--- config.mk ---
export PLATFORM = sky130hd
export DESIGN_NAME = dwsd_hist_cell
export DESIGN_NICKNAME = d
export VERILOG_FILES = /design/src/rtl/core/dwsd_pkg.sv /design/src/rtl/core/dwsd_hist_cell.sv
export SDC_FILE = /design/constraint.sdc
export NUM_CORES = 1
export LEC_CHECK = 0
export BUFFER_PORTS_ARGS = -buffer_cell sky130_fd_sc_hd__buf_2
export CAP_MARGIN = 20
export CORE_ASPECT_RATIO = 0.75
export CORE_MARGIN = 10
export CORE_UTILIZATION = 41
export CTS_CLUSTER_DIAMETER = 150
export DETAILED_ROUTE_END_ITERATION = 7
export PLACE_DENSITY = 0.87
export SYNTH_ARGS = -nofsm -noshare
export SYNTH_HDL_FRONTEND = slang
export SYNTH_SLANG_ARGS = --single-unit
--- constraint.sdc ---
create_clock -name i_clk -period 1.3 [get_ports i_clk]
set_input_delay 0.13 -clock i_clk [delete_from_list [all_inputs] [get_ports i_clk]]
set_output_delay 0.13 -clock i_clk [all_outputs]
set_load 0.005 [all_outputs]
--- src/rtl/core/dwsd_pkg.sv ---
`default_nettype none

package dwsd_pkg;

    localparam int STACK_DEPTH   = 16;
    localparam int HISTORY_DEPTH = 64;

    localparam int SCNT_W = $clog2(STACK_DEPTH + 1);
    localparam int FILL_W = $clog2(HISTORY_DEPTH + 1);
    localparam int LVL_W  = 5;

    localparam logic [2:0] STATUS_QUEUED   = 3'd0;
    localparam logic [2:0] STATUS_DUP      = 3'd1;
    localparam logic [2:0] STATUS_FULL     = 3'd2;
    localparam logic [2:0] STATUS_DISPATCH = 3'd3;
    localparam logic [2:0] STATUS_NO_WORK  = 3'd4;

    localparam logic OP_SCHEDULE = 1'b0;
    localparam logic OP_HALTED   = 1'b1;

    typedef struct packed {
        logic        opcode;
        logic [1:0]  core_id;
        logic [15:0] req_current_node;
        logic [15:0] req_next_node;
        logic [7:0]  req_walk_state;
    } t_in_word;

    typedef struct packed {
        logic [2:0]       status;
        logic [1:0]       target_core;
        logic [15:0]      out_current_node;
        logic [15:0]      out_next_node;
        logic [7:0]       out_walk_state;
        logic [LVL_W-1:0] stack_level;
    } t_out_word;

    typedef struct packed {
        logic [15:0] cur;
        logic [15:0] nxt;
        logic [7:0]  ws;
    } t_ctx;

    // travels down the history chain, one cell per cycle
    typedef struct packed {
        logic              vld;
        logic [FILL_W-1:0] remaining;
        logic              hit;
    } t_probe;

    typedef struct packed {
        logic push;
        logic pop;
    } t_stk_ctrl;

    typedef enum logic [1:0] {
        S_IDLE,
        S_SEARCH,
        S_RESULT
    } t_state;

endpackage

`default_nettype wire

--- src/rtl/core/dwsd_hist_cell.sv ---
`default_nettype none

module dwsd_hist_cell
    import dwsd_pkg::*;
(
    input  wire logic   i_clk,
    input  wire logic   i_rst_n,
    input  wire logic   i_shift,
    input  wire t_ctx   i_entry_prev,
    input  wire t_ctx   i_key,
    input  wire t_probe i_probe,
    output t_ctx        o_entry,
    output t_probe      o_probe
);

    t_ctx   r_entry;
    t_probe r_probe;
    t_probe n_probe;

    always_comb begin
        n_probe = i_probe;
        if (i_probe.remaining != '0) begin
            n_probe.remaining = i_probe.remaining - FILL_W'(1);
            n_probe.hit       = i_probe.hit | (r_entry == i_key);
        end
    end

    always_ff @(posedge i_clk) begin
        if (!i_rst_n) begin
            r_probe.vld <= 1'b0;
        end else begin
            r_probe.vld <= n_probe.vld;
        end
        r_probe.remaining <= n_probe.remaining;
        r_probe.hit       <= n_probe.hit;
    end

    // newest entry enters at the head; the oldest falls off the tail
    always_ff @(posedge i_clk) begin
        if (i_shift) begin
            r_entry <= i_entry_prev;
        end
    end

    assign o_entry = r_entry;
    assign o_probe = r_probe;

endmodule

`default_nettype wire

Word-level counts from Yosys, hierarchy flattened
Cells that the tools add are included.
{ "word_totals": {"register_bits": 49, "in_bits": 92, "output_inout_bits": 49, "word_cells": 11} }
{ "classes": {"n_addsub": 1, "n_eq_ne": 1, "mux": 1, "bitwise": 1, "reduce_logical": 1} }
{ "op_table": {"columns": ["cell", "count"], "rows": [
  ["== test 40 bit", 1],
  ["two-way mux 8 bit", 1],
  ["nonzero test 7 bit", 1],
  ["subtractor 7 x 1 -> 7 bit (second input constant)", 1],
  ["OR 1 bit", 1]
]} }

Depth between registers and ports, before layout
Gate-level depths: netlist (run 1).
{ "depth": {"depth_word": 3, "depth_mapped": 6, "mapped_depth_nobuf": 5} }

Least setup slack after synthesis (run 1)
No wires, ideal clock.
{ "synth_timing": {"path_kind": "register to register", "from": "register r_entry, in the netlist o_entry[17]", "to": "register r_probe, in the netlist o_probe[0]", "setup_ns": 0.059, "arrival_time_ns": 1.054, "t_required_ns": 1.241, "slack_ns": 0.187, "path_stages_with_launch": 5, "n_path_buf": 0, "synth_period_minus_slack_ns": 1.113, "path_cell_list": "edfxtp_1 xnor2_1 nand4_1 nor4_1 a31o_1"} }
{ "synth_lines": {"columns": ["element", "line_no", "text"], "rows": [
  ["start: declaration", "dwsd_hist_cell.sv:16", "t_ctx r_entry;"],
  ["start signal: assignment", "dwsd_hist_cell.sv:41", "r_entry <= i_entry_prev;"],
  ["end: declaration", "dwsd_hist_cell.sv:17", "t_probe r_probe;"]
]} }

==> metrics.cfg, run 1 <==
[floorplanning]
ios = 141
die_h_um = 80.5
die_w_um = 101
coreArea_mm2 = 0.00460
dieArea_mm2 = 0.00811
row_count = 21
start_util_pct = 43.6

[drt]
dr.first_iter.drc_count = 41
antenna_left = 0
firstDrtPassIters = 4
vias = 1691
vias_per_cell = 4.67
route.detailed.drc = 0
wl_per_cell_um = 17.6
wl_mm = 6.37

[sta]
final_hold_viol_count = 0
skew_ps = 4.05
worstMarginPinSlew_ps = 266
fin_crit_sh_pct = 101
maxSlewViolCount = 0
period_needed_ps = 1320
setup_viol = 1
max_slew_margin_pct = 82.1
fmax_mhz = 759
setup_slack_ps = -16.9
grt_setup_unrepaired = true

[critical_path]
arrival_ps = 1560
setup.worst_path.end_class = flip-flop
cp_data_required_time_ps = 1540
slowest_delay_ps = 410
reg2regPathDepth = 4
cp_slowest_cell = edfxtp_1
crit_chain = xnor2_1, nand4_1, nor4_4, a31o_1
reg2reg_setup_slack_ps = -20
cp-start-kind = flip-flop
critPathKind = reg2reg
critPathMaxFanout = 2

[clocking]
clock_path_buffers = 2
htreeDepth = 2
cts_made_buffers = 5
cts_tree = built
cts.sinks = 49
clk-insertion-delay-late_ps = 290
path_clk_slew_ps = 80
root_buffer = clkbuf_8
postCtsSetupBuffers = 0

[global_routing]
antenna_found_initial = 0
grt_pass1_wl_mm = 9.26
first_global_vias = 1818
met1_usage_pct = 15.1
use_met2_pct = 25.4
use_met3_pct = 8.73
grt_max_degree = 41
grtUsageTotal_pct = 14.7
top_usage_layer = met2
gr-total-overflow = 0

[power]
p_total_mw = 3.32
pwr_density_cell_mw_per_mm2 = 1060
vdd_drop_max_mv = 0.712
leakagePower_nw = 1.37

[final_layout]
fin_area_mm2 = 0.00315
drive_gt1_share_pct = 50.2
num_antenna_cells = 0
nets = 398
synthToLayoutAreaGrowth_pct = 57.2

[logic_synthesis]
synth-xor-area-share_pct = 19.7
synth.area.mux_share_pct = 0.500
synth_top_family_by_area = XOR/XNOR gates
syn_inst = 129
avgSynthCellArea_um2 = 15.5
yosys.area.top_type = edfxtp_1
syn_nets = 223
synth_seq_area_share_pct = 69.0
syn-cell-area_mm2 = 0.00200
synthSimpleGateAreaFrac_pct = 7.87
synth_seq_cells = 49
ys_types = 21
synth_warnings = 0
synthAdderAreaFrac_pct = 1.25
synth_area_leaders = edfxtp_1 (60%), xnor2_1 (19%), dfxtp_1 (9.0%), nand4_1 (3.1%), ha_1 (1.2%)
synth-compound-area-share_pct = 0.812
yosysTopAreaCellShare_pct = 60.0

[status]
status = finished, violations left
violations = negative setup slack

[run]
cap_viol_max_count = 0

[min_path]
hold_path.class = in2reg
hold_depth = 1

[placement]
place.gp.congestion = 0.761
io_buffers = 140
dp_hpwl_mm = 5.14
dpl_cell_area_mm2 = 0.00281

[cell type report]
| type | count | area, um2 |
|---|---|---|
| Fill cell | 351 | 1450 |
| Inverter | 2 | 7.51 |
| Clock buffer | 7 | 76.3 |
| Clock inverter | 1 | 3.75 |
| Timing Repair Buffer | 169 | 991 |
| Multi-Input combinational cell | 77 | 618 |
| Sequential cell | 49 | 1380 |
| Tap cell | 57 | 71.3 |
[synth_stat cells]
master	count
xor2_1	2
a31o_1	1
nor4_1	1
buf_6	1
nor4_2	1
inv_1	2
nor3_1	3
nor2_1	6
nand2_1	1
nand4_1	10
and3_1	1
nand3_1	1
edfxtp_1	40
mux2i_1	1
nor3_2	1
ha_1	2
xnor2_1	43
and2_1	1
a21o_1	1
dfxtp_1	9
nand3b_1	1
[critical path, delay by kind of cell, from the launching register on]
kind             cells  cell delay, ps
flip-flops           1             410
AO/OA/AOI/OAI        1             170
XOR/XNOR             1             160
AND/OR/NAND/NOR      2             530
[path summary, 6_finish.rpt]
check | from | endpoint
setup / recovery | o_entry[20] | o_probe[0]
hold / removal | i_entry_prev[3] | o_entry[3]
setup reg to reg | o_entry[20] | o_probe[0]
hold reg to reg | o_entry[16] | o_probe[0]
[kinds of logic (layout without fill, tap and decap cells)]
| group | Yosys count | count (layout) |
|---|---|---|
| AOI/OAI and AO/OA | 2 | 2 |
| xor gates and xnor gates | 45 | 45 |
| adders and majority gates | 2 | 2 |
| buffers and inverters | 3 | 179 |
| DFF | 49 | 49 |
| muxes | 1 | 1 |
| and+or+nand+nor | 27 | 27 |
[power by group]
| part | switching (mW) | internal (mW) | total (mW) |
|---|---|---|---|
| clock network | 0.451 | 0.375 | 0.826 |
| logic | 0.238 | 0.354 | 0.592 |
| registers | 0.0724 | 1.83 | 1.91 |
| total | 0.761 | 2.56 | 3.32 |
[stage by stage]
stage	util [%]	worst slack (ps)	hold WS (ps)	instances	TNS, ps
finish	68.5	-16.9	11.9	362	-16.9
floorplan	-	187	227	129	0
CTS	65.5	-37.3	0.422	349	-37.3
detailed placement	61.2	-117	308	330	-117
global placement	61.2	-133	307	330	-133
global route	68.5	-121	-5.07	362	-121
[layer usage]
| layer | up-vias | wire (um) |
|---|---|---|
| met4 | 0 | 42 |
| met1 | 773 | 2330 |
| met5 | - | 0 |
| met3 | 6 | 882 |
| li1 | 812 | - |
| met2 | 100 | 3130 |
[state kept, by name, indices dropped and copies added, names as in the netlist]
signal   flops
o_entry     40
o_probe      9
[timing repair]
item | in CTS | in global routing
endpoints found under the setup margin | 1 | 1
hold endpoints to repair | 11 | 13
hold buffers | 11 | 13
gates resized for setup | 1 | 1
cloned | 0 | 0
pin swaps | 3 | 0
[layout by cell type (no fill, tap or decap)]
cell,count
nor2_1,6
and3_1,1
a21o_1,1
nor4_4,1
ha_1,2
dfxtp_1,9
buf_12,1
clkinv_1,1
nor3_2,1
clkbuf_8,5
and2_1,1
clkbuf_1,2
buf_2,140
buf_4,4
a31o_1,1
nand3b_1,1
xnor2_1,43
nor3_1,3
inv_1,2
nor4_2,1
xor2_1,2
nand2_1,1
nand4_1,10
dlygate4sd3_1,24
nand3_1,1
edfxtp_1,40
mux2i_1,1
Power figures use the tool's default switching activity.
==> run 2: changes to the inputs <==
Settings changed: RECOVER_POWER set to 100.
==> run 2 against run 1 <==
- sequential cell count unchanged
- worst hold slack improved by 0.60 ps
- clock-buffer cell count unchanged
- sequential power about the same
- fmax decreased by 0.27%
- global-route usage unchanged
- highest routed layer unchanged
- largest power group unchanged
- cell count unchanged
- cell area decreased by 2.3%
- via count decreased by 1.0%
- the run still ends with negative setup slack left
==> metrics.cfg, run 2 (synthesized netlist as in run 1, its figures left out) <==
[critical_path]
cp_data_required_time_ps = 1540
slowest_delay_ps = 410
crit_chain = xnor2_1, nand4_1, nor4_4, a31o_1
cp_slowest_cell = edfxtp_1
critPathKind = reg2reg
arrival_ps = 1560
cp-start-kind = flip-flop
crit_family = simple AND/OR/NAND/NOR gates
setup.worst_path.end_class = flip-flop
path_buf_inv = 0
critPathMaxFanout = 2

[placement]
place.gp.congestion = 0.761
io_buffers = 140
dp_cells = 330
dp_hpwl_mm = 5.14

[drt]
dr.first_iter.drc_count = 50
wl_mm = 6.41
vias_per_cell = 4.62
route.detailed.drc = 0
wl_per_cell_um = 17.7
vias = 1674
antenna_left = 0
firstDrtPassIters = 4

[clocking]
path_clk_slew_ps = 80
cts_made_buffers = 5
clock_path_buffers = 2
htreeDepth = 2
cts.sinks = 49
clk-insertion-delay-late_ps = 290
cts_tree = built
root_buffer = clkbuf_8

[final_layout]
largest_reg_flops = 40
drive_gt1_share_pct = 36.7
final_common_cell = buf_2
final.fill_count = 365
nets = 398
synthToLayoutAreaGrowth_pct = 53.6
num_antenna_cells = 0
layout_common_cells = buf_2 (101), xnor2_1 (43), clkbuf_1 (42)
fin_cells = 362
finish.utilization_pct = 66.9

[min_path]
hold_path.class = in2reg

[sta]
grt_setup_unrepaired = true
max_slew_margin_pct = 34.8
worstMarginPinSlew_ps = 978
setup_slack_ps = -20.5
final_hold_viol_count = 0
setup_viol = 1
skew_ps = 5.85
fmax_mhz = 757
period_needed_ps = 1320
maxSlewViolCount = 0
fin_crit_sh_pct = 102

[floorplanning]
start_util_pct = 43.6
die_w_um = 101
die_h_um = 80.5
ios = 141
dieArea_mm2 = 0.00811
row_count = 21
coreArea_mm2 = 0.00460

[power]
vdd_drop_max_mv = 0.717
leakagePower_nw = 1.25
pwr_density_cell_mw_per_mm2 = 1070

[status]
status = finished, violations left
violations = negative setup slack

[global_routing]
grt_pass1_wl_mm = 9.26
first_global_vias = 1818
antenna_found_initial = 0
gr-total-overflow = 0
grt_max_degree = 41
grtUsageTotal_pct = 14.7

[run]
cap_viol_max_count = 0

## run 2: changes by cell type in the layout (fill, tap and decap cells not counted)
cell      delta
clkbuf_2     +1
buf_12       -1
and2_0       +1
buf_2       -39
clkbuf_1    +40
nor3_2       -1
nor3_1       +1
and2_1       -1
buf_4        -1
## run 2: final timing paths
kind,end,startpoint,cells after the start,slack [ps]
worst min register to register,o_probe[0],o_entry[16],4,780
worst min-delay path,o_entry[3],i_entry_prev[3],1,10
worst max register to register,o_probe[0],o_entry[20],4,-20
worst max-delay path,o_probe[0],o_entry[20],4,-20
## run 2: power by group
group	internal (mW)	total [mW]	switching, mW
Sequential	1.84	1.91	0.0759
Clock	0.375	0.828	0.453
Combinational	0.324	0.562	0.238
## run 2: timing repair
item,4_1_cts,5_1_grt
hold endpoints to repair,11,13
hold buffers,11,13
pin swaps,3,0
buffers inserted,0,0
gates resized for setup,1,1
setup endpoints to repair,1,1
## run 2: final cells by class
class	count	area, um2	share of cell area, %
flip-flops and latches	49	1380	44.9
inverters	2	7.51	0.244
clock buffers	7	76.3	2.48
clock inverters	1	3.75	0.122
well taps	57	71.3	2.32
multi-input cells	77	613	19.9
repair buffers	169	923	30.0
## run 2: through the flow
step	hold WS [ps]	worst slack [ps]	setup TNS, ps	total power [mW]	instance area (um2)
after global routing	-5.07	-121	-121	3.47	3080
after CTS	0.422	-37.3	-37.3	3.33	3010
after global placement	307	-133	-133	2.46	2810
after detailed placement	308	-117	-117	2.48	2810
after floorplan	227	187	0	2.13	2000
final	12.5	-20.5	-20.5	3.30	3080
## run 2: routing by layer
layer  share of wire (%)  track usage [%]
met1                  37             15.1
met2                  49             25.4
met3                  14             8.73
met4                0.53             2.96
met5                   0                0
