### src/rtl/core/dwsd_pkg.sv
`default_nettype none

package dwsd_pkg;

    localparam int STACK_DEPTH   = 16;
    localparam int HISTORY_DEPTH = 64;

    localparam int SCNT_W = $clog2(STACK_DEPTH + 1);
    localparam int FILL_W = $clog2(HISTORY_DEPTH + 1);
    localparam int LVL_W  = 5;

    localparam logic [2:0] STATUS_QUEUED   = 3'd0;
    localparam logic [2:0] STATUS_DUP      = 3'd1;
    localparam logic [2:0] STATUS_FULL     = 3'd2;
    localparam logic [2:0] STATUS_DISPATCH = 3'd3;
    localparam logic [2:0] STATUS_NO_WORK  = 3'd4;

    localparam logic OP_SCHEDULE = 1'b0;
    localparam logic OP_HALTED   = 1'b1;

    typedef struct packed {
        logic        opcode;
        logic [1:0]  core_id;
        logic [15:0] req_current_node;
        logic [15:0] req_next_node;
        logic [7:0]  req_walk_state;
    } t_in_word;

    typedef struct packed {
        logic [2:0]       status;
        logic [1:0]       target_core;
        logic [15:0]      out_current_node;
        logic [15:0]      out_next_node;
        logic [7:0]       out_walk_state;
        logic [LVL_W-1:0] stack_level;
    } t_out_word;

    typedef struct packed {
        logic [15:0] cur;
        logic [15:0] nxt;
        logic [7:0]  ws;
    } t_ctx;

    // travels down the history chain, one cell per cycle
    typedef struct packed {
        logic              vld;
        logic [FILL_W-1:0] remaining;
        logic              hit;
    } t_probe;

    typedef struct packed {
        logic push;
        logic pop;
    } t_stk_ctrl;

    typedef enum logic [1:0] {
        S_IDLE,
        S_SEARCH,
        S_RESULT
    } t_state;

endpackage

`default_nettype wire

### src/rtl/core/dwsd_stack_cell.sv
`default_nettype none

module dwsd_stack_cell
    import dwsd_pkg::*;
(
    input  wire logic      i_clk,
    input  wire t_stk_ctrl i_ctrl,
    input  wire t_ctx      i_from_above,
    input  wire t_ctx      i_from_below,
    output t_ctx           o_ctx
);

    t_ctx r_ctx;

    // push moves everything one cell deeper, pop pulls it back up
    always_ff @(posedge i_clk) begin
        priority if (i_ctrl.push) begin
            r_ctx <= i_from_above;
        end else if (i_ctrl.pop) begin
            r_ctx <= i_from_below;
        end
    end

    assign o_ctx = r_ctx;

endmodule

`default_nettype wire

### config.mk
export PLATFORM = sky130hd
export DESIGN_NAME = dwsd_stack_cell
export DESIGN_NICKNAME = d
export VERILOG_FILES = /design/src/rtl/core/dwsd_pkg.sv /design/src/rtl/core/dwsd_stack_cell.sv
export SDC_FILE = /design/constraint.sdc
export NUM_CORES = 1
export LEC_CHECK = 0
export BUFFER_PORTS_ARGS = -buffer_cell sky130_fd_sc_hd__buf_4
export CAP_MARGIN = 30
export CORE_MARGIN = 8
export CORE_UTILIZATION = 35
export CTS_BUF_LIST = sky130_fd_sc_hd__clkbuf_16
export DETAILED_ROUTE_END_ITERATION = 10
export PLACE_DENSITY = 0.8
export SLEW_MARGIN = 20
export SYNTH_ARGS = -nofsm -noshare
export SYNTH_HDL_FRONTEND = slang
export SYNTH_SLANG_ARGS = --single-unit
export TNS_END_PERCENT = 100
### constraint.sdc
create_clock -name i_clk -period 2.6 [get_ports i_clk]
set_input_delay 0.52 -clock i_clk [delete_from_list [all_inputs] [get_ports i_clk]]
set_output_delay 0.52 -clock i_clk [all_outputs]
set_load 0.01 [all_outputs]
=== After elaboration in Yosys (flattened, before gate mapping) ===
Index checks and enable logic that the tools add are counted.

* Muxes and demuxes: 2
* Reductions and logical operators: 1

{| class="wikitable"
|+ Operator list
! kind !! count
|-
| 40-bit two-way mux || 2
|-
| 2-bit nonzero test || 1
|}

* Logic and storage cells: 6
* Output and inout bits: 40
* Register bits: 40

=== Logic depth before layout (Yosys ltp) ===
Gate-level depths: netlist (run 1).

* Depth in word-level cells: 2
* Depth in mapped cells: 3

=== Least setup slack after synthesis (run 1) ===
No wires, ideal clock.

* Path kind: input-to-reg
* Start point: input i_ctrl[1] (netlist bit)
* End point: register r_ctx, in the netlist o_ctx[0], enable pin
* Path slack: 0.482 ns
* Stages: 3
* Arrival time: 1.719 ns
* Data required time: 2.201 ns
* Cells stage by stage: buf_6 > buf_12 > or2_1

* Longest elaborated chain between the ends: 1

{| class="wikitable"
|+ Ends and longest elaborated chain
! item !! RTL line !! text
|-
| start: declaration || dwsd_stack_cell.sv:7 || <nowiki>input wire t_stk_ctrl i_ctrl,</nowiki>
|-
| 2-bit nonzero test (no line) || n/a ||
|-
| end signal: assignment || dwsd_stack_cell.sv:18 || <nowiki>r_ctx <= i_from_above;</nowiki>
|-
| end signal: assignment || dwsd_stack_cell.sv:20 || <nowiki>r_ctx <= i_from_below;</nowiki>
|-
| end: declaration || dwsd_stack_cell.sv:13 || <nowiki>t_ctx r_ctx;</nowiki>
|}

Every way passes these cells.
A chain may end at the register's enable or synchronous reset.

=== Final worst setup path (run 1) ===
* Start point: input i_ctrl[1] (netlist bit)
* End point: register r_ctx, in the netlist o_ctx[8], enable pin

The elaborated chain is that of the path after synthesis.

==> results of run 1 <==
cells by family (layout without fill, tap and decap cells):
family / Yosys count / in the layout / share of synthesized area (%)
and+or+nand+nor: 1 / 1 / 0.330
DFF: 40 / 40 / 63.4
muxes: 40 / 40 / 31.5
buffers and inverters: 5 / 132 / 4.82
power by group through the flow:
stage | Sequential, uW | Combinational (uW) | Clock, uW
detailed placement | 827 | 371 | 0
CTS | 813 | 373 | 592
global route | 820 | 389 | 619
global placement | 823 | 366 | 0
floorplan | 865 | 117 | 0
finish | 813 | 365 | 577
worst max-delay path: cells and delay by family:
kind,cells,cell delay (ns)
buf+inv,2,0.52
simple gates,1,0.45
worst paths after layout:
path	from	end	slack (ns)	depth (start not counted)
max	i_ctrl[1]	o_ctx[8]	1.06	3
min	i_from_below[0]	o_ctx[0]	0.54	2
synthesized netlist by cell type (all sizes together):
cell,count,area (sq um)
mux2,40,597
or2,1,6.26
buf,5,91.3
edfxtp,40,1200
metal layers:
metal  routed length (um)  up-vias  global-route usage (%)
met5                    0        -                       0
met4                   48        0                    4.08
met3                  918        4                    6.92
met2                 2170       89                    17.7
met1                 1820      548                    13.1
li1                     -      587                       -
metrics by stage:
step           util (%)  total power [uW]  hold WS, ns  cells
6_report           57.8              1750        0.540    283
5_1_grt            57.8              1830        0.533    283
4_1_cts            57.8              1780        0.534    283
3_5_place_dp       55.1              1200        0.823    275
3_3_place_gp       55.1              1190        0.822    275
2_1_floorplan         -               981        0.737     86
cell type report:
class,count,area [sq um]
Sequential cell,40,1200
Multi-Input combinational cell,41,603
Timing Repair Buffer,124,956
Clock inverter,3,18.8
Fill cell,414,2180
Tap cell,70,87.6
Clock buffer,5,125
==> summary.json, run 1 <==
{
  "floorplanning": {
    "initial_core_util_pct": 36.6,
    "die_width_um": 89.6,
    "pin_count": 123,
    "floorplan.die_area_sq_um": 8030,
    "core_sq_um": 5170,
    "rows": 26,
    "y_dimension_of_the_die_um": 89.6
  },
  "cells_and_area": {
    "fin_nets": 295,
    "final_layout_size_suffix_gt1_share_pct": 81.2,
    "area_growth_syn_to_layout_pct": 57.8,
    "number_of_flip_flops_in_the_largest_register": 40,
    "fin_area_sq_um": 2990,
    "num_antenna_cells": 0,
    "layout_commonest_cell": "buf_4",
    "commonest_cells_after_routing_fill_and_taps_aside": "buf_4, edfxtp_1, mux2_4, clkbuf_16"
  },
  "routing": {
    "routed_via_density": 4.34,
    "drt_first_pass_iters": 4,
    "drt_iter0_markers": 56,
    "route.detailed.wl_per_inst_um": 17.5,
    "drcViolationCount": 0,
    "totalWireLength_um": 4960,
    "drtAntennaViolNets": 0,
    "num_vias": 1228
  },
  "sta": {
    "post-route-worst-setup-slack_ns": 1.06,
    "report.final.setup_viol": 0,
    "final_min_period_over_clock_period_pct": 59.3,
    "worstMarginPinSlew_ns": 0.422,
    "timing.slew.headroom_pct": 71.9,
    "setup_total_negative_slack_ns": 0,
    "max_clock_freq_mhz": 648,
    "final_period_minus_worst_setup_slack_ns": 1.54,
    "unrepaired_setup_endpoints_after_global_routing": "no",
    "number_of_hold_violations_in_the_final_report": 0,
    "final_max_slew_viol_count": 0
  },
  "clock_tree": {
    "cts_resized": 0,
    "cts_root_buf": "clkbuf_16",
    "clock_transition_at_the_register_clock_pins_on_the_worst_setup_and_hold_paths_after_cts_ns": 0.06,
    "htree_levels": 2,
    "cts_post_setup_buffers_inserted": 0,
    "cts-hold-fix-buffers": 0,
    "cts_max_path_buffers": 2,
    "cts_tree": "built",
    "numCtsBuffers": 5,
    "cts.sinks": 40
  },
  "setup_path": {
    "largest_fanout_on_the_critical_path": 24,
    "setup.worst_path.start_class": "input pin",
    "critPathMaxStageDelay_ns": 0.45,
    "critical_path_required_ns": 2.58,
    "cpMaxStageDelayCell": "or2_2",
    "critPathKind": "in -> reg",
    "critPathCaptureType": "register",
    "worst-endpoint-arrival_ns": 1.52,
    "worstPathCellList": "buf_4 > or2_2 > buf_12"
  },
  "yosys": {
    "yosysWarnings": 0,
    "mappedNetlistArea_sq_um": 1900,
    "syn_inst": 86,
    "postSynthRegisterBits": 40,
    "synth.yosys.seq_area_share_pct": 63.4,
    "synth_cell_type_count": 6,
    "syn-num-nets": 169,
    "mean_area_per_synthesized_cell_sq_um": 22.0
  },
  "pwr": {
    "cell_internal_pwr_uw": 1380,
    "max-vdd-ir-drop_v": 0.000251,
    "p_per_area_nw_per_um2": 587,
    "seqPwrFrac_pct": 46.3,
    "cellLeakagePower_uw": 0.00141,
    "power.share.clock_pct": 32.9,
    "p_comb_share_pct": 20.8,
    "power_switching_uw": 374,
    "power.switching_fraction_pct": 21.3
  },
  "placed_design": {
    "placedInstanceArea_sq_um": 2850,
    "worst_setup_timing_slack_at_the_placement_stage_ns": 0.748,
    "numPortBuffers": 122,
    "place_congestion": 0.706
  },
  "global_routing": {
    "initial_antenna_violation_count": 0,
    "via_count_of_the_first_global_routing_pass": 1283,
    "grt_remaining_overflow": 0,
    "grt_first_pass_wirelength_um": 6790,
    "grt_usage_pct": 11.6,
    "pin_count_of_the_biggest_net_entering_global_routing": 26
  },
  "min_path": {
    "worstHoldPathType": "in -> reg"
  },
  "status": {
    "run_status": "finished clean"
  },
  "job": {
    "max_cap_violations": 0
  }
}
Power figures use the tool's default switching activity.
==> inputs of run 2 (changes only) <==
clock period = 1.53 ns   (was 2.6 ns; I/O delays follow)
==> summary.json, run 2 (synthesized netlist as in run 1, its figures left out) <==
{
  "sta": {
    "number_of_hold_violations_in_the_final_report": {"value": 0, "change": "unchanged"},
    "post-route-worst-setup-slack": {"value": 0.391, "unit": "ns", "change": "was 1.06 ns"},
    "final_max_slew_viol_count": {"value": 0, "change": "unchanged"},
    "timing.slew.headroom": {"value": 83.2, "unit": "%", "change": "was 71.9%"},
    "setup_total_negative_slack": {"value": 0, "unit": "ns", "change": "unchanged"},
    "final_period_minus_worst_setup_slack_ns": 1.14,
    "final_min_period_over_clock_period_pct": 74.4,
    "report.final.setup_viol": {"value": 0, "change": "unchanged"},
    "max_clock_freq_mhz": 878,
    "unrepaired_setup_endpoints_after_global_routing": {"value": "no", "change": "unchanged"},
    "worstMarginPinSlew": {"value": 0.251, "unit": "ns", "change": "was 0.422 ns"}
  },
  "clock_tree": {
    "cts_tree": {"value": "built", "change": "unchanged"},
    "numCtsBuffers": {"value": 5, "change": "unchanged"},
    "cts_post_setup_buffers_inserted": {"value": 0, "change": "unchanged"},
    "htree_levels": {"value": 2, "change": "unchanged"},
    "cts_resized": {"value": 0, "change": "unchanged"},
    "cts-hold-fix-buffers": {"value": 0, "change": "unchanged"},
    "clock_transition_at_the_register_clock_pins_on_the_worst_setup_and_hold_paths_after_cts": {"value": 0.06, "unit": "ns", "change": "about the same"},
    "cts_root_buf": {"value": "clkbuf_16", "change": "unchanged"},
    "cts.sinks": {"value": 40, "change": "unchanged"},
    "cts_max_path_buffers": {"value": 2, "change": "unchanged"}
  },
  "cells_and_area": {
    "number_of_flip_flops_in_the_largest_register": {"value": 40, "change": "unchanged"},
    "final_core_util": {"value": 58.4, "unit": "%", "change": "was 57.8%"},
    "multi_input_comb_area": {"value": 603, "unit": "sq um", "change": "unchanged"},
    "layout_commonest_cell": {"value": "buf_4", "change": "unchanged"},
    "fin_nets": {"value": 296, "change": "was 295"},
    "ff_latch_area": {"value": 1200, "unit": "sq um", "change": "unchanged"},
    "area_growth_syn_to_layout": {"value": 59.3, "unit": "%", "change": "was 57.8%"},
    "num-fill-cells": {"value": 425, "change": "was 414"},
    "num_antenna_cells": {"value": 0, "change": "unchanged"},
    "commonest_cells_after_routing_fill_and_taps_aside": {"value": "buf_4, edfxtp_1, mux2_4, clkbuf_16, buf_12", "change": "was buf_4, edfxtp_1, mux2_4, clkbuf_16"},
    "final_layout_size_suffix_gt1_share": {"value": 80.8, "unit": "%", "change": "was 81.2%"}
  },
  "routing": {
    "totalWireLength": {"value": 5060, "unit": "um", "change": "was 4960 um"},
    "drtAntennaViolNets": {"value": 0, "change": "unchanged"},
    "route.detailed.wl_per_inst": {"value": 17.8, "unit": "um", "change": "was 17.5 um"},
    "routed_via_density": {"value": 4.46, "change": "was 4.34"},
    "drt_first_pass_iters": {"value": 4, "change": "unchanged"},
    "drt_iter0_markers": {"value": 65, "change": "was 56"},
    "drcViolationCount": {"value": 0, "change": "unchanged"},
    "num_vias": {"value": 1268, "change": "was 1228"}
  },
  "job": {
    "max_cap_violations": {"value": 0, "change": "unchanged"}
  },
  "min_path": {
    "worstHoldPathType": {"value": "in -> reg", "change": "unchanged"}
  },
  "floorplanning": {
    "die_width": {"value": 89.6, "unit": "um", "change": "unchanged"},
    "y_dimension_of_the_die": {"value": 89.6, "unit": "um", "change": "unchanged"},
    "initial_core_util": {"value": 36.6, "unit": "%", "change": "unchanged"},
    "pin_count": {"value": 123, "change": "unchanged"},
    "rows": {"value": 26, "change": "unchanged"},
    "floorplan.die_area": {"value": 8030, "unit": "sq um", "change": "unchanged"},
    "core": {"value": 5170, "unit": "sq um", "change": "unchanged"}
  },
  "placed_design": {
    "place_congestion": {"value": 0.650, "change": "was 0.706"},
    "dp_hpwl_um": 4070,
    "worst_setup_timing_slack_at_the_placement_stage": {"value": 0.249, "unit": "ns", "change": "was 0.748 ns"},
    "numPortBuffers": {"value": 122, "change": "unchanged"}
  },
  "global_routing": {
    "initial_antenna_violation_count": {"value": 0, "change": "unchanged"},
    "grt_first_pass_wirelength": {"value": 7080, "unit": "um", "change": "was 6790 um"},
    "pin_count_of_the_biggest_net_entering_global_routing": {"value": 41, "change": "was 26"},
    "grt_usage": {"value": 12.2, "unit": "%", "change": "was 11.6%"},
    "grt_remaining_overflow": {"value": 0, "change": "unchanged"},
    "via_count_of_the_first_global_routing_pass": {"value": 1350, "change": "was 1283"}
  },
  "setup_path": {
    "cpMaxStageDelayCell": {"value": "edfxtp_1", "change": "was or2_2"},
    "worst-endpoint-arrival": {"value": 0.83, "unit": "ns", "change": "was 1.52 ns"},
    "critPathKind": {"value": "reg -> out", "change": "was in -> reg"},
    "worstPathCellList": {"value": "buf_4", "change": "was buf_4 > or2_2 > buf_12"},
    "critical_path_required": {"value": 1.22, "unit": "ns", "change": "was 2.58 ns"},
    "largest_delay_contributor_family_on_the_critical_path": {"value": "flip-flops", "change": "was buffers and inverters"},
    "critPathMaxStageDelay": {"value": 0.39, "unit": "ns", "change": "was 0.45 ns"},
    "critPathCaptureType": {"value": "primary output", "change": "was register"},
    "setup.worst_path.start_class": {"value": "register", "change": "was input pin"},
    "cp.buffers_inverters": {"value": 1, "change": "was 2"},
    "largest_fanout_on_the_critical_path": {"value": 1, "change": "was 24"}
  },
  "status": {
    "run_status": {"value": "finished clean", "change": "unchanged"}
  },
  "pwr": {
    "cellLeakagePower": {"value": 0.00143, "unit": "uW", "change": "was 0.00141 uW"},
    "p_per_area": {"value": 1040, "unit": "nW/um^2", "change": "was 587 nW/um^2"},
    "max-vdd-ir-drop": {"value": 0.000427, "unit": "V", "change": "was 0.000251 V"}
  }
}
run 2: report_power, final:
| group | leakage (uW) | switching (uW) | internal (uW) |
|---|---|---|---|
| logic | 0.000937 | 217 | 402 |
| clock network | 0.0000850 | 390 | 760 |
| registers | 0.000408 | 33.9 | 1350 |
run 2: path summary, 6_finish.rpt:
path | startpoint | endpoint | slack [ns] | depth (start not counted)
max | o_ctx[19] | o_ctx[19] | 0.39 | 1
min | i_from_above[17] | o_ctx[17] | 0.32 | 2
run 2: through the flow:
step	hold WS [ns]	power, uW	area (sq um)	std cells
floorplan	0.523	1670	1900	86
global placement	0.607	2020	2860	276
detailed placement	0.609	2030	2860	276
CTS	0.316	3200	3020	284
global route	0.315	3270	3020	284
finish	0.325	3150	3020	284
run 2: cell type report:
class | instances | area share, %
Clock buffer | 5 | 4.14
Clock inverter | 3 | 1.28
Timing Repair Buffer | 125 | 31.9
Sequential cell | 40 | 39.8
Tap cell | 70 | 2.90
Multi-Input combinational cell | 41 | 20.0
run 2: per-layer routing:
layer	vias to the layer above	share of wire [%]	GRT usage, %
li1	589	-	-
met2	90	45	20.2
met5	-	0	0
met3	7	16	5.82
met4	0	1.5	5.44
met1	582	37	12.8
==> inputs of run 3 (changes only) <==
ABC_AREA = 1   (was not set)
PLACE_DENSITY = 0.81   (was 0.8)
clock period = 1.1 ns   (was 1.53 ns; I/O delays follow)
==> summary.json, run 3 <==
{
  "setup_path": {
    "setup.worst_path.start_class": {"value": "register", "change": "unchanged"},
    "largest_fanout_on_the_critical_path": {"value": 1, "change": "unchanged"},
    "worstPathCellList": {"value": "buf_4", "change": "unchanged"},
    "largest_delay_contributor_family_on_the_critical_path": {"value": "flip-flops", "change": "unchanged"},
    "critPathKind": {"value": "reg -> out", "change": "unchanged"},
    "cpMaxStageDelayCell": {"value": "edfxtp_1", "change": "unchanged"},
    "critPathMaxStageDelay": {"value": 0.38, "unit": "ns", "change": "was 0.39 ns"},
    "critPathCaptureType": {"value": "primary output", "change": "unchanged"},
    "cp.buffers_inverters": {"value": 1, "change": "unchanged"},
    "critical_path_required": {"value": 0.88, "unit": "ns", "change": "was 1.22 ns"},
    "worst-endpoint-arrival": {"value": 0.82, "unit": "ns", "change": "was 0.83 ns"}
  },
  "cells_and_area": {
    "ff_latch_area": {"value": 1200, "unit": "sq um", "change": "unchanged"},
    "final_core_util": {"value": 56.4, "unit": "%", "change": "was 58.4%"},
    "final_layout_size_suffix_gt1_share": {"value": 47.9, "unit": "%", "change": "was 80.8%"},
    "num-fill-cells": {"value": 469, "change": "was 425"},
    "layout_commonest_cell": {"value": "buf_4", "change": "unchanged"},
    "number_of_flip_flops_in_the_largest_register": {"value": 40, "change": "unchanged"},
    "multi_input_comb_area": {"value": 484, "unit": "sq um", "change": "was 603 sq um"},
    "fin_nets": {"value": 375, "change": "was 296"},
    "area_growth_syn_to_layout": {"value": 57.0, "unit": "%", "change": "was 59.3%"},
    "commonest_cells_after_routing_fill_and_taps_aside": {"value": "buf_4, nand2_1, edfxtp_1, nand2_2, clkbuf_16", "change": "was buf_4, edfxtp_1, mux2_4, clkbuf_16, buf_12"},
    "num_antenna_cells": {"value": 0, "change": "unchanged"}
  },
  "yosys": {
    "yosys-top-cells-area": {"value": "edfxtp_1, nand2_1, nand2_2, buf_6, clkbuf_8", "change": "was edfxtp_1, mux2_4, buf_12, buf_6, mux2_2"},
    "synth_top_flop_cell": {"value": "edfxtp_1", "change": "unchanged"},
    "synth_top_cells_by_count": {"value": "nand2_1, edfxtp_1, nand2_2", "change": "was edfxtp_1, mux2_4, buf_12"},
    "synth_cell_type_count": {"value": 8, "change": "was 6"},
    "postSynthRegisterBits": {"value": 40, "change": "unchanged"},
    "synthArstFlopShare": {"value": 0, "unit": "%", "change": "unchanged"},
    "mappedNetlistArea": {"value": 1810, "unit": "sq um", "change": "was 1900 sq um"},
    "syn-num-nets": {"value": 254, "change": "was 169"},
    "synth_area_leader_cell": {"value": "edfxtp_1", "change": "unchanged"},
    "synth_enable_flop_cells": {"value": 40, "change": "unchanged"},
    "yosys.cell_count.top_type": {"value": "nand2_1", "change": "was edfxtp_1"},
    "synth_top_area_share": {"value": 66.3, "unit": "%", "change": "was 63.4%"},
    "mean_area_per_synthesized_cell": {"value": 10.6, "unit": "sq um", "change": "was 22.0 sq um"},
    "synth.yosys.seq_area_share": {"value": 66.3, "unit": "%", "change": "was 63.4%"},
    "yosysWarnings": {"value": 0, "change": "unchanged"},
    "syn_inst": {"value": 171, "change": "was 86"}
  },
  "routing": {
    "drt_first_pass_iters": {"value": 4, "change": "unchanged"},
    "route.detailed.wl_per_inst": {"value": 13.7, "unit": "um", "change": "was 17.8 um"},
    "num_vias": {"value": 1519, "change": "was 1268"},
    "drt_iter0_markers": {"value": 77, "change": "was 65"},
    "drcViolationCount": {"value": 0, "change": "unchanged"},
    "totalWireLength": {"value": 4980, "unit": "um", "change": "was 5060 um"},
    "routed_via_density": {"value": 4.20, "change": "was 4.46"},
    "drtAntennaViolNets": {"value": 0, "change": "unchanged"}
  },
  "clock_tree": {
    "cts_resized": {"value": 0, "change": "unchanged"},
    "cts_root_buf": {"value": "clkbuf_16", "change": "unchanged"},
    "htree_levels": {"value": 2, "change": "unchanged"},
    "numCtsBuffers": {"value": 5, "change": "unchanged"},
    "cts_post_setup_buffers_inserted": {"value": 0, "change": "unchanged"},
    "clock_transition_at_the_register_clock_pins_on_the_worst_setup_and_hold_paths_after_cts": {"value": 0.06, "unit": "ns", "change": "about the same"},
    "cts.sinks": {"value": 40, "change": "unchanged"},
    "cts-hold-fix-buffers": {"value": 0, "change": "unchanged"},
    "cts_max_path_buffers": {"value": 2, "change": "unchanged"},
    "cts_tree": {"value": "built", "change": "unchanged"}
  },
  "placed_design": {
    "numPortBuffers": {"value": 122, "change": "unchanged"},
    "place_congestion": {"value": 0.712, "change": "was 0.650"},
    "dp_hpwl": {"value": 3840, "unit": "um", "change": "was 4070 um"}
  },
  "floorplanning": {
    "core": {"value": 5040, "unit": "sq um", "change": "was 5170 sq um"},
    "initial_core_util": {"value": 35.9, "unit": "%", "change": "was 36.6%"},
    "y_dimension_of_the_die": {"value": 87.9, "unit": "um", "change": "was 89.6 um"},
    "floorplan.die_area": {"value": 7730, "unit": "sq um", "change": "was 8030 sq um"},
    "rows": {"value": 26, "change": "unchanged"},
    "pin_count": {"value": 123, "change": "unchanged"},
    "die_width": {"value": 87.9, "unit": "um", "change": "was 89.6 um"}
  },
  "min_path": {
    "hp-start": {"value": "i_from_below[5]", "change": "was i_from_above[17]"},
    "capture_endpoint_of_the_worst_hold_path": {"value": "o_ctx[5]", "change": "was o_ctx[17]"},
    "worstHoldPathType": {"value": "in -> reg", "change": "unchanged"},
    "whs_path_depth": {"value": 3, "change": "was 2"}
  },
  "global_routing": {
    "pin_count_of_the_biggest_net_entering_global_routing": {"value": 42, "change": "was 41"},
    "met1_usage": {"value": 12.7, "unit": "%", "change": "was 12.8%"},
    "grt_remaining_overflow": {"value": 0, "change": "unchanged"},
    "initial_antenna_violation_count": {"value": 0, "change": "unchanged"},
    "grt_first_pass_wirelength": {"value": 7590, "unit": "um", "change": "was 7080 um"},
    "grt.met3_usage": {"value": 4.97, "unit": "%", "change": "was 5.82%"},
    "grt_usage": {"value": 12.8, "unit": "%", "change": "was 12.2%"},
    "via_count_of_the_first_global_routing_pass": {"value": 1641, "change": "was 1350"},
    "global_route.peak_usage_layer": {"value": "met2", "change": "unchanged"},
    "met2_track_demand_over_resource": {"value": 23.4, "unit": "%", "change": "was 20.2%"}
  },
  "sta": {
    "final_period_minus_worst_setup_slack_ns": 1.04,
    "final_min_period_over_clock_period_pct": 94.2,
    "report.final.setup_viol": {"value": 0, "change": "unchanged"},
    "max_clock_freq_mhz": 965,
    "number_of_hold_violations_in_the_final_report": {"value": 0, "change": "unchanged"},
    "final_max_slew_viol_count": {"value": 0, "change": "unchanged"},
    "timing.slew.headroom": {"value": 63.6, "unit": "%", "change": "was 83.2%"},
    "unrepaired_setup_endpoints_after_global_routing": {"value": "no", "change": "unchanged"},
    "worstMarginPinSlew": {"value": 0.546, "unit": "ns", "change": "was 0.251 ns"}
  },
  "pwr": {
    "max-vdd-ir-drop": {"value": 0.000791, "unit": "V", "change": "was 0.000427 V"},
    "p_per_area": {"value": 1410, "unit": "nW/um^2", "change": "was 1040 nW/um^2"},
    "cellLeakagePower": {"value": 0.00144, "unit": "uW", "change": "was 0.00143 uW"},
    "power": {"value": 4010, "unit": "uW", "change": "was 3150 uW"}
  },
  "job": {
    "max_cap_violations": {"value": 0, "change": "unchanged"}
  },
  "status": {
    "run_status": {"value": "finished clean", "change": "unchanged"}
  }
}
## run 3: cell types whose count changed in the layout (fill, tap and decap cells not counted), sizes merged
cell | previous run | this run
nand2 | 0 | 120
mux2 | 40 | 0
buf | 125 | 123
bufinv | 1 | 0
clkinv | 1 | 2
## run 3: kinds of logic after synthesis
family / count (synthesis) / synth area share [%]
flip-flops: 40 / 66.3
AND/OR/NAND/NOR: 121 / 26.6
buffers and inverters: 10 / 7.11
## run 3: layout make-up
type	count	area share (%)
clock buffers	5	4.40
clock inverters	2	0.264
inverters	1	0.396
multi-input cells	121	17.0
flip-flops and latches	40	42.2
well taps	70	3.08
repair buffers	123	32.6
## run 3: how the worst max path moves through the flow
stage	start	endpoint	slack (ns)	depth (start not counted)
3_5_place_dp	i_ctrl[1]	o_ctx[39]	-0.24	5
4_1_cts	o_ctx[39]	o_ctx[39]	0.05	1
6_report	o_ctx[39]	o_ctx[39]	0.06	1
2_1_floorplan	i_ctrl[1]	o_ctx[0]	0.02	2
5_1_grt	o_ctx[0]	o_ctx[0]	0.03	1
3_3_place_gp	i_ctrl[1]	o_ctx[24]	-0.20	5
## run 3: report_power, final
| group | total, uW | switching (uW) | leakage, uW | internal (uW) |
|---|---|---|---|---|
| Sequential | 1920 | 46.8 | 0.000412 | 1870 |
| Clock | 1310 | 504 | 0.0000648 | 810 |
| Combinational | 771 | 338 | 0.000959 | 433 |
## run 3: per-stage QoR
stage,cell area [sq um],hold slack (ns),cells,setup slack [ns],setup TNS [ns]
after floorplan,1810,0.393,171,0.0153,0
after global placement,2710,0.483,355,-0.200,-10.24
after detailed placement,2710,0.488,355,-0.237,-11.55
after CTS,2840,0.206,362,0.0521,0
after global routing,2840,0.208,362,0.0278,0
final,2840,0.208,362,0.0638,0
## run 3: per-layer routing
metal,share of wire (%),wire length [um]
met5,0,0
met4,1.4,72
met3,8.7,435
met2,55,2740
met1,35,1720
